## src/random_cycle_pointer_chase_defines.svh

```systemverilog
// Assertion macros for the pointer chase block.
`ifndef RANDOM_CYCLE_POINTER_CHASE_DEFINES_SVH
`define RANDOM_CYCLE_POINTER_CHASE_DEFINES_SVH
`ifndef SYNTH
`define RCPC_ASSERT(label, cond) \
  label: assert property (@(posedge clk) disable iff (!rst_n) (cond)) else $error("label");
`define RCPC_IMPLY(label, ante, cons) \
  label: assert property (@(posedge clk) disable iff (!rst_n) (ante) |-> (cons)) \
    else $error("label");
`define RCPC_NEXT(label, ante, cons) \
  label: assert property (@(posedge clk) disable iff (!rst_n) (ante) |=> (cons)) \
    else $error("label");
`else
`define RCPC_ASSERT(label, cond)
`define RCPC_IMPLY(label, ante, cons)
`define RCPC_NEXT(label, ante, cons)
`endif
`endif

```

## src/rcpc_pkg.sv

```systemverilog
// Package: constants, types and the xorshift step for the pointer chase.
package rcpc_pkg;
  localparam int MAX_NODES  = 4096;
  localparam int INDEX_BITS = 12;
  localparam int COUNT_BITS = INDEX_BITS + 1;
  localparam int WORD_BITS  = 32;

  typedef logic [INDEX_BITS-1:0] idx_t;
  typedef logic [COUNT_BITS-1:0] cnt_t;
  typedef logic [WORD_BITS-1:0]  word_t;

  typedef enum logic [3:0] {
    ST_IDLE, ST_FILL, ST_DRAW, ST_MOD, ST_RD, ST_RDW, ST_WR,
    ST_LINK, ST_LINKW, ST_STEPS, ST_WALK, ST_WALKW, ST_DONE
  } state_t;

  // divider control / status
  typedef struct packed {
    logic  start;
    word_t dividend;
    cnt_t  divisor;
  } div_req_t;

  typedef struct packed {
    logic  done;
    cnt_t  rem;
  } div_rsp_t;

  function automatic word_t xs32(input word_t x);
    word_t a, b;
    a = x ^ (x << 13);
    b = a ^ (a >> 17);
    return b ^ (b << 5);
  endfunction
endpackage

```

## src/rcpc_mod.sv

```systemverilog
// Restoring remainder unit: 32-bit dividend mod 13-bit divisor, one bit a cycle.
module rcpc_mod import rcpc_pkg::*; (
  input  logic     clk,
  input  logic     rst_n,
  input  div_req_t req,
  output div_rsp_t rsp
);
  localparam int SH_BITS = $clog2(WORD_BITS);
  cnt_t                rem_r, rem_nxt;
  word_t               dvd_r, dvd_nxt;
  cnt_t                dvs_r, dvs_nxt;
  logic [SH_BITS-1:0]  bit_r, bit_nxt;
  logic                busy_r, busy_nxt, done_r, done_nxt;
  logic [COUNT_BITS:0] trial;

  always_comb begin
    rem_nxt  = rem_r;
    dvd_nxt  = dvd_r;
    dvs_nxt  = dvs_r;
    bit_nxt  = bit_r;
    busy_nxt = busy_r;
    done_nxt = 1'b0;
    trial    = {rem_r, dvd_r[WORD_BITS-1]};
    if (req.start && !busy_r) begin
      rem_nxt  = '0;
      dvd_nxt  = req.dividend;
      dvs_nxt  = req.divisor;
      bit_nxt  = '0;
      busy_nxt = 1'b1;
    end else if (busy_r) begin
      dvd_nxt = {dvd_r[WORD_BITS-2:0], 1'b0};
      if (trial >= {1'b0, dvs_r}) begin
        rem_nxt = cnt_t'(trial - {1'b0, dvs_r});
      end else begin
        rem_nxt = cnt_t'(trial);
      end
      bit_nxt = bit_r + 1'b1;
      if (bit_r == SH_BITS'(WORD_BITS - 1)) begin
        busy_nxt = 1'b0;
        done_nxt = 1'b1;
      end
    end
  end

  always_ff @(posedge clk) begin
    if (!rst_n) begin
      busy_r <= 1'b0;
      done_r <= 1'b0;
    end else begin
      busy_r <= busy_nxt;
      done_r <= done_nxt;
    end
    rem_r <= rem_nxt;
    dvd_r <= dvd_nxt;
    dvs_r <= dvs_nxt;
    bit_r <= bit_nxt;
  end

  assign rsp.done = done_r;
  assign rsp.rem  = rem_r;
endmodule

```

## config.mk

```make
export PLATFORM = sky130hd
export DESIGN_NAME = rcpc_mod
export DESIGN_NICKNAME = d
export VERILOG_FILES = /design/src/random_cycle_pointer_chase_defines.svh /design/src/rcpc_pkg.sv /design/src/rcpc_mod.sv
export SDC_FILE = /design/constraint.sdc
export NUM_CORES = 1
export LEC_CHECK = 0
export BUFFER_PORTS_ARGS = -buffer_cell sky130_fd_sc_hd__buf_2
export CAP_MARGIN = 20
export CORE_ASPECT_RATIO = 0.75
export CORE_MARGIN = 1
export CORE_UTILIZATION = 50
export CTS_BUF_LIST = sky130_fd_sc_hd__clkbuf_16
export CTS_CLUSTER_SIZE = 25
export DETAILED_ROUTE_END_ITERATION = 7
export PLACE_DENSITY = 0.76
export SYNTH_ARGS = -nofsm -noshare
export SYNTH_HDL_FRONTEND = slang
export SYNTH_SLANG_ARGS = --single-unit
```

## constraint.sdc

```tcl
create_clock -name clk -period 2.15 [get_ports clk]
set_clock_uncertainty 0.05 [all_clocks]
set_input_delay 0.3225 -clock clk [delete_from_list [all_inputs] [get_ports clk]]
set_output_delay 0.3225 -clock clk [all_outputs]
set_load 0.05 [all_outputs]
```

==> results.cfg, run 1 <==
[detailed_routing]
dr.pass1.iters = 4
wl_um = 6900
vias = 2422
drc = 0
drtIter0Drc = 140
detail-route-antenna-nets = 0
avgViaCountPerCell = 5.41
routedWlPerCell_um = 15.4

[setup_path]
reg2reg_slack_ns = -0.12
crit_type = flip-flop to flip-flop
reg2reg_depth = 11
arrival_ns = 2.42
critPathCaptureType = flip-flop
crit_required_ns = 2.30
r2r-start = dvd_r[31]$_DFFE_PP_
reg2reg_to = rem_r[12]$_SDFFE_PP0P_
path_max_fanout = 2
crit_path_start_kind = flip-flop

[placement]
dp_cells = 427
numPortBuffers = 61
dp_hpwl_um = 4670
gp_congestion = 0.843

[floorplanning]
die_area_mm2 = 0.00701
pin_count = 62
rows = 25
core_mm2 = 0.00638
fp.dieW_um = 96.3
die_h_um = 72.8
initial_core_util_pct = 52.3

[run_status]
violations = setup timing
status = finished with violations

[cts]
cts_tree = done
cts_root_buffer = clkbuf_16
numCtsBuffers = 9
clockBufferDepth = 2
cts_hold_buf = 0
path_clk_slew_ns = 0.06
numClockSinks = 65
htree_num_levels = 3
clkLatencyLatePin_ns = 0.33

[timing]
fin_tns_setup_ns = -0.312
timing.final.max_slew_violations = 0
max_freq_mhz = 441
rsz0062_at_grt = yes
hold_violations = 0
tightest_slew_ns = 0.493
period_needed_ns = 2.27
hold_slack_ns = 0.113
setup_ws_ns = -0.119
slew_headroom_pct = 66.9
final-setup-viol-count = 6
fin_crit_sh_pct = 106

[power_and_ir_drop]
leakagePower_nw = 1.78
p_per_area_mw_per_mm2 = 807
power_mw = 3.42
vdd_drop_max_v = 0.000539

[global_route]
grt_max_degree = 39
antenna_found_initial = 0
grt_pass1_vias = 2364
grt_first_pass_wirelength_um = 10900
grt-ovfl-total = 0
grt_use_total_pct = 21.5

[min_path]
min_delay_path_depth = 1
hold-path-endpoint = dvs_r[3]$_DFFE_PP_
worstHoldStart = req[3]
min-delay-path-class = primary input to flip-flop

[cells_and_area]
num-nets-final = 426
fin_cells = 448
num_antenna_cells = 0
area_growth_pct = 27.1
final_layout_size_suffix_gt1_share_pct = 42.8

[synthesis]
yosys.area.top_type = edfxtp_1
ys_seq_area_share_pct = 52.5
async_flop_share_pct = 0
synth_area_leaders = edfxtp_1 40%, dfxtp_1 12%, mux2_2 10%, ha_1 5.6%, nand2_1 3.5%
synth-main-ff-cell = edfxtp_1
synth.avg_cell_area_um2 = 11.7
yosysWarnings = 0
synthCells = 284
synth-edff-count = 45
ys_seq_elements = 65
synth_nets = 348
netlist_area_mm2 = 0.00334
synth_cell_type_count = 49
synth_top_area_share_pct = 40.5

[job]
maxCapViolCount = 0
sequential cells by signal, indices dropped and copies added (netlist names):
name / count
dvd_r: 32
dvs_r: 13
rem_r: 13
bit_r: 5
busy_r: 1
done_r: 1
worst max-delay path by stage:
| stage | depth (start not counted) | to | from |
|---|---|---|---|
| floorplan | 10 | rem_r[12]$_SDFFE_PP0P_ | dvd_r[31]$_DFFE_PP_ |
| global placement | 11 | rem_r[0]$_SDFFE_PP0P_ | dvd_r[31]$_DFFE_PP_ |
| detailed placement | 10 | rem_r[0]$_SDFFE_PP0P_ | dvs_r[0]$_DFFE_PP_ |
| CTS | 10 | rem_r[8]$_SDFFE_PP0P_ | dvs_r[0]$_DFFE_PP_ |
| global route | 11 | rem_r[12]$_SDFFE_PP0P_ | dvd_r[31]$_DFFE_PP_ |
| finish | 11 | rem_r[12]$_SDFFE_PP0P_ | dvd_r[31]$_DFFE_PP_ |
stage by stage:
| step | instance area, um^2 | util [%] | setup WS [ns] |
|---|---|---|---|
| 2_1_floorplan | 3360 | - | 0.0268 |
| 4_1_cts | 4250 | 66.5 | -0.0512 |
| 3_5_place_dp | 3840 | 60.2 | -0.0768 |
| 3_3_place_gp | 3840 | 60.2 | -0.00537 |
| 6_report | 4240 | 66.5 | -0.119 |
| 5_1_grt | 4240 | 66.5 | -0.216 |
layout make-up:
type | count | area (um^2)
repair buffers | 81 | 488
multi-input cells | 189 | 1530
flip-flops and latches | 65 | 1770
inverters | 16 | 60.1
clock buffers | 9 | 225
fillers | 513 | 2140
clock inverters | 7 | 70.1
well taps | 81 | 101
Yosys cell counts, types with 2 or more instances:
| master | n |
|---|---|
| edfxtp_1 | 45 |
| mux2_2 | 31 |
| nand2_1 | 31 |
| dfxtp_1 | 20 |
| inv_1 | 16 |
| ha_1 | 15 |
| nor2_1 | 11 |
| nand3_1 | 10 |
| nand2b_1 | 9 |
| a21oi_1 | 8 |
| clkbuf_1 | 8 |
| xnor2_1 | 8 |
| o211ai_1 | 7 |
| o21ai_0 | 5 |
| a21o_1 | 4 |
| buf_2 | 4 |
| o21ai_1 | 4 |
| o221ai_1 | 4 |
| and3_1 | 3 |
| mux2i_1 | 3 |
| nor3_1 | 3 |
| xor2_1 | 3 |
| a31oi_1 | 2 |
| nand4_1 | 2 |
| nor2b_4 | 2 |
| o211ai_2 | 2 |
| o21a_1 | 2 |
cell usage in the layout (no fill, tap or decap), types with 2 or more instances in the layout:
master and n:
dfxtp_1 10, dfxtp_2 7, o21ai_1 3, clkinv_1 2
clkinvlp_4 2, dfxtp_4 3, o211ai_1 7, buf_2 61
buf_4 16, a21oi_1 8, clkbuf_16 9, xnor2_1 8
inv_1 15, nor2_4 2, xor2_1 3, o21a_1 2
mux2_2 31, o21ai_0 4, nand3_1 9, and3_1 3
nor2b_4 3, nor2_1 11, edfxtp_1 45, buf_12 2
nand2b_1 9, o221ai_1 3, mux2i_1 3, ha_1 14
nand2_1 31, nand4_1 2, buf_6 2, nor3_1 2
o211ai_2 2, o21ai_2 2, a21o_1 4
critical path, stage by stage (launching register included):
cell and delay, ns:
edfxtp_1 0.37, inv_2 0.09, ha_4 0.15, fa_2 0.23
nor2b_4 0.05, buf_4 0.13, o31ai_4 0.20, nand2_2 0.11
a2111oi_4 0.32, nor3_2 0.09, xnor2_1 0.20, o221ai_1 0.13
cell families (layout without fill, tap and decap cells):
family | Yosys count | after routing | synth area share (%)
buffers and inverters | 30 | 113 | 3.86
flip-flops | 65 | 65 | 52.5
AO/OA/AOI/OAI | 48 | 48 | 11.0
multiplexers | 34 | 34 | 11.4
adder cells (fa/ha/maj) | 16 | 16 | 6.22
XOR/XNOR | 11 | 11 | 2.89
AND/OR/NAND/NOR | 80 | 80 | 12.2
where the power goes:
part | switching (mW) | internal (mW)
sequential | 0.0439 | 1.47
combinational | 0.239 | 0.239
clock | 0.534 | 0.894
total | 0.817 | 2.60
layer usage:
metal | routed length (um) | up-vias | GRT usage [%]
met5 | 0 | - | 0
met4 | 125 | 0 | 10.1
met3 | 438 | 11 | 8.02
met2 | 3190 | 70 | 32.6
met1 | 3150 | 1146 | 27.5
li1 | - | 1195 | -
what timing repair did:
action,4_1_cts,5_1_grt
hold endpoints to repair,0,0
pin swaps,8,11
buffers inserted,2,3
resized for setup,10,7
endpoints found under the setup margin,13,13
cloned,2,0
Note: power is estimated with default switching activity, not from simulation.
==> run 2: changes to the inputs <==
--- a/config.mk
+++ b/config.mk
@@ -5,11 +5,12 @@
 export SDC_FILE = /design/constraint.sdc
 export NUM_CORES = 1
 export LEC_CHECK = 0
+export ABC_AREA = 1
 export BUFFER_PORTS_ARGS = -buffer_cell sky130_fd_sc_hd__buf_2
 export CAP_MARGIN = 20
 export CORE_ASPECT_RATIO = 0.75
 export CORE_MARGIN = 1
-export CORE_UTILIZATION = 50
+export CORE_UTILIZATION = 51
 export CTS_BUF_LIST = sky130_fd_sc_hd__clkbuf_16
 export CTS_CLUSTER_SIZE = 25
 export DETAILED_ROUTE_END_ITERATION = 7
==> run 2 against run 1 <==
Net effect: the flow now finishes without violations; via count is 24% higher; hold slack about the same; wire length grew 16%; non-clock buffer count fell by 6; synthesized area increased by 9.0%; die area increased by 6.7%; final area up 4.5%; combinational power grew to 4.0 times the previous value; fmax grew 12%; core utilization is 1.9 points lower; critical path type unchanged; critical endpoint is now rem_r[8]$_SDFFE_PP0P_.
==> results.cfg, run 2 <==
[run_status]
status = completed

[cells_and_area]
final_layout_size_suffix_gt1_share_pct = 23.3
reg_top3 = dvd_r x32, dvs_r x13, rem_r x13
area_growth_pct = 21.9
final_core_util_pct = 64.6
final_area_mm2 = 0.00444
layout_common_cells = 187 x nand2_1, 72 x inv_1, 61 x buf_2
num-nets-final = 591
num_antenna_cells = 0
register_area_mm2 = 0.00175
largest_reg_flops = 32
multi_input_area_mm2 = 0.00155
final_common_cell = nand2_1
fill_cells = 590
top_register = dvd_r

[placement]
numPortBuffers = 61
gp_congestion = 0.967
dpl-instance-area_mm2 = 0.00408
dp_hpwl_um = 5600

[synthesis]
yosysWarnings = 0
synth-main-ff-cell = edfxtp_1
ys_seq_elements = 65
synth_area_leaders = edfxtp_1 37%, nand2_1 19%, dfxtp_1 11%, inv_1 7.4%, ha_1 5.2%
yosysMostFrequentCell = nand2_1
synth-edff-count = 45
synth_nets = 516
synth_cell_type_count = 31
synthTopCellsByCount = 187 x nand2_1, 72 x inv_1, 45 x edfxtp_1
synth.avg_cell_area_um2 = 8.05
synth_top_area_share_pct = 37.1
ys_seq_area_share_pct = 48.1
async_flop_share_pct = 0
netlist_area_mm2 = 0.00364
yosys.area.top_type = edfxtp_1
synthCells = 452

[global_route]
grt_pass1_vias = 2969
grt-ovfl-total = 0
grt_max_degree = 46
antenna_found_initial = 0
grt_use_total_pct = 23.7
grt_first_pass_wirelength_um = 13500

[cts]
clkLatencyLatePin_ns = 0.33
clockBufferDepth = 2
cts_root_buffer = clkbuf_16
htree_num_levels = 3
cts_tree = done
path_clk_slew_ns = 0.06
numCtsBuffers = 9
numClockSinks = 65

[detailed_routing]
wl_um = 8000
detail-route-antenna-nets = 0
drtIter0Drc = 216
vias = 3015
routedWlPerCell_um = 12.7
avgViaCountPerCell = 4.79
drc = 0
dr.pass1.iters = 4

[power_and_ir_drop]
vdd_drop_max_v = 0.000578
p_per_area_mw_per_mm2 = 1130
power_mw = 5.03
leakagePower_nw = 2.31

[setup_path]
critPathSlowestCell = fa_2
crit_chain = inv_1, ha_1, fa_2, inv_1, nand2_1, nand3_4, nand2_4, nand3_4, buf_4, nand3_2, nand3_1, nand2_1
critPathCaptureType = flip-flop
crit_path_start_kind = flip-flop
crit_required_ns = 2.32
r2r-start = dvd_r[31]$_DFFE_PP_
max_stage_delay_ns = 0.37
arrival_ns = 2.20
path_max_fanout = 10
cp-startpoint = dvd_r[31]$_DFFE_PP_
crit_type = flip-flop to flip-flop

[timing]
final-setup-viol-count = 0
fin_crit_sh_pct = 94.5
max_freq_mhz = 492
hold_violations = 0
slew_headroom_pct = 66.8
period_needed_ns = 2.03
tightest_slew_ns = 0.498
timing.final.max_slew_violations = 0

[floorplanning]
initial_core_util_pct = 53.0
pin_count = 62
die_h_um = 75.2
fp.dieW_um = 99.5
core_mm2 = 0.00686
die_area_mm2 = 0.00748
rows = 26

[min_path]
worstHoldStart = req[11]
min-delay-path-class = primary input to flip-flop

[job]
maxCapViolCount = 0
-- run 2: cell count changes in the layout (fill, tap and decap cells not counted), sizes merged, moves of 9 or more --
cell    before  now
nand2b       9    0
mux2        31    0
inv         17   77
o211ai       9    0
nand4        2   15
nand2       32  196
nand3       10   32
-- run 2: layer usage --
| metal | up-vias | GRT usage (%) | routed length [um] |
|---|---|---|---|
| met4 | 0 | 9.97 | 122 |
| met2 | 107 | 36.7 | 3430 |
| met5 | - | 0 | 0 |
| li1 | 1577 | - | - |
| met1 | 1317 | 32.6 | 3840 |
| met3 | 14 | 5.48 | 604 |
-- run 2: cell families after synthesis --
group                      Yosys count  share of synthesized area (%)
buffers and inverters               86                           9.63
adders and majority gates           16                           5.71
and+or+nand+nor                    267                           33.1
AOI/OAI and AO/OA                   14                           2.48
DFF                                 65                           48.1
xor gates and xnor gates             4                          0.963
-- run 2: critical path: cells and delay by family, from the launching register on --
family	cells	cell delay, ns
buffers and inverters	3	0.31
adders and majority gates	2	0.60
and+or+nand+nor	7	0.61
DFF	1	0.34
-- run 2: cell type report --
cell class	count	share of cell area [%]
clock buffer	9	5.08
clock inverter	7	1.75
inverter	75	6.35
multi-input combinational	301	34.9
sequential	65	39.5
tap	98	2.76
timing repair buffer	75	9.62
-- run 2: timing repair --
| item | CTS | global route |
|---|---|---|
| hold buffers | 0 | 0 |
| gates resized for setup | 0 | 3 |
| setup buffers | 0 | 4 |
| setup endpoints to repair | 0 | 13 |
-- run 2: path summary, 6_finish.rpt --
kind | to | slack [ns] | cells past startpoint
max | rem_r[8]$_SDFFE_PP0P_ | 0.12 | 12
min | dvs_r[11]$_DFFE_PP_ | 0.11 | 1
max reg2reg | rem_r[8]$_SDFFE_PP0P_ | 0.12 | 12
min reg2reg | rem_r[7]$_SDFFE_PP0P_ | 0.44 | 2
-- run 2: power by group --
group / internal [mW] / switching, mW / total, mW
registers: 1.55 / 0.124 / 1.67
logic: 0.657 / 1.23 / 1.89
clock network: 0.906 / 0.565 / 1.47
-- run 2: stage by stage --
stage	hold WS, ns	std cells	setup TNS (ns)	setup slack [ns]
2_1_floorplan	0.371	452	0	0.00512
3_5_place_dp	0.420	610	0	0.0447
5_1_grt	0.101	630	-0.0175	-0.0130
4_1_cts	0.103	626	0	0.0371
3_3_place_gp	0.414	610	0	0.154
6_report	0.113	630	0	0.118
==> run 3: changes to the inputs <==
--- a/config.mk
+++ b/config.mk
@@ -15,6 +15,7 @@
 export CTS_CLUSTER_SIZE = 25
 export DETAILED_ROUTE_END_ITERATION = 7
 export PLACE_DENSITY = 0.76
+export RECOVER_POWER = 50
 export SYNTH_ARGS = -nofsm -noshare
 export SYNTH_HDL_FRONTEND = slang
 export SYNTH_SLANG_ARGS = --single-unit
==> run 3 against run 2 <==
Net effect: sequential share of layout area is 0.21 points higher; wire length hardly changed; register-to-register slack hardly changed; non-clock buffer count stayed put; via count is 0.40% higher; sequential power hardly changed.
==> results.cfg, run 3 (synthesized netlist as in run 2, its figures left out) <==
[floorplanning]
die_area_mm2 = 0.00748
die_h_um = 75.2
pin_count = 62
rows = 26
fp.dieW_um = 99.5
core_mm2 = 0.00686
initial_core_util_pct = 53.0

[power_and_ir_drop]
power_mw = 5.01
leakagePower_nw = 2.25
vdd_drop_max_v = 0.000566
p_per_area_mw_per_mm2 = 1140

[cts]
cts_hold_buf = 0
path_clk_slew_ns = 0.06
cts_root_buffer = clkbuf_16
clockBufferDepth = 2
numClockSinks = 65
cts_tree = done
htree_num_levels = 3
numCtsBuffers = 9
clkLatencyLatePin_ns = 0.33

[detailed_routing]
detail-route-antenna-nets = 0
routedWlPerCell_um = 12.7
drc = 0
wl_um = 8000
vias = 3027
avgViaCountPerCell = 4.80
drtIter0Drc = 268
dr.pass1.iters = 5

[placement]
dpl-instance-area_mm2 = 0.00408
place_ws_ns = 0.0447
numPortBuffers = 61
dp_cells = 610
gp_congestion = 0.967
dp_hpwl_um = 5600

[setup_path]
max_stage_delay_ns = 0.37
critPathCaptureType = flip-flop
endpoint = rem_r[8]$_SDFFE_PP0P_
crit_type = flip-flop to flip-flop
critPathTopFamily = simple AND/OR/NAND/NOR gates
critPathSlowestCell = fa_2
critical_path_buf_inv_count = 3
reg2reg_depth = 12
crit_chain = inv_1, ha_1, fa_2, inv_1, nand2_1, nand3_4, nand2_4, nand3_4, buf_4, nand3_2, nand3_1, nand2_1
cp-startpoint = dvd_r[31]$_DFFE_PP_
arrival_ns = 2.21
crit_path_start_kind = flip-flop
worst-path-stages = 12
reg2reg_to = rem_r[8]$_SDFFE_PP0P_
reg2reg_slack_ns = 0.11
crit_required_ns = 2.32
r2r-start = dvd_r[31]$_DFFE_PP_
path_max_fanout = 10

[timing]
max_freq_mhz = 490
period_needed_ns = 2.04
setup_ws_ns = 0.108
hold_violations = 0
final-setup-viol-count = 0
tightest_slew_ns = 0.957
fin_crit_sh_pct = 95.0
hold_slack_ns = 0.113
timing.final.max_slew_violations = 0
slew_headroom_pct = 36.2
fin_tns_setup_ns = 0

[global_route]
grt_first_pass_wirelength_um = 13500
grt-ovfl-total = 0
grt_max_degree = 46
grt_use_total_pct = 23.7
grt_pass1_vias = 2969
antenna_found_initial = 0

[run_status]
status = completed

[cells_and_area]
top_register = dvd_r
layout_common_cells = 187 x nand2_1, 72 x inv_1, 46 x buf_2
fin_cells = 630
final_common_cell = nand2_1
num_antenna_cells = 0
fill_cells = 594
largest_reg_flops = 32
reg_top3 = dvd_r x32, dvs_r x13, rem_r x13
area_growth_pct = 21.3
register_area_mm2 = 0.00175
final_area_mm2 = 0.00441
num-nets-final = 591
final_core_util_pct = 64.3
final_layout_size_suffix_gt1_share_pct = 20.5
multi_input_area_mm2 = 0.00155

[job]
maxCapViolCount = 0

[min_path]
min-delay-path-class = primary input to flip-flop
worstHoldStart = req[11]
[run 3: layer usage]
| layer | up-vias | GRT usage [%] | part of all wire (%) |
|---|---|---|---|
| li1 | 1578 | - | - |
| met1 | 1312 | 32.6 | 48 |
| met2 | 123 | 36.7 | 43 |
| met3 | 14 | 5.48 | 8.0 |
| met4 | 0 | 9.97 | 1.5 |
| met5 | - | 0 | 0 |
[run 3: power breakdown]
| group | switching, mW | total (mW) | internal (mW) |
|---|---|---|---|
| logic | 1.23 | 1.87 | 0.635 |
| registers | 0.125 | 1.67 | 1.55 |
| clock network | 0.567 | 1.47 | 0.906 |
| total | 1.93 | 5.01 | 3.09 |
[run 3: how the worst min path moves through the flow]
stage | to | cells past startpoint
2_1_floorplan | dvs_r[0]$_DFFE_PP_ | 0
3_3_place_gp | bit_r[4]$_SDFFE_PP0P_ | 1
3_5_place_dp | bit_r[4]$_SDFFE_PP0P_ | 1
4_1_cts | dvs_r[9]$_DFFE_PP_ | 1
5_1_grt | dvs_r[6]$_DFFE_PP_ | 1
6_report | dvs_r[11]$_DFFE_PP_ | 1
[run 3: what timing repair did]
item,CTS,global route
setup endpoints to repair,0,13
resized for setup,0,3
buffers inserted,0,4
hold endpoints to repair,0,0
[run 3: area by class of cell]
class | count | share of cell area [%]
timing repair buffer | 75 | 9.13
multi-input combinational | 301 | 35.1
clock buffer | 9 | 5.10
clock inverter | 7 | 1.76
inverter | 75 | 6.38
tap | 98 | 2.78
sequential | 65 | 39.7
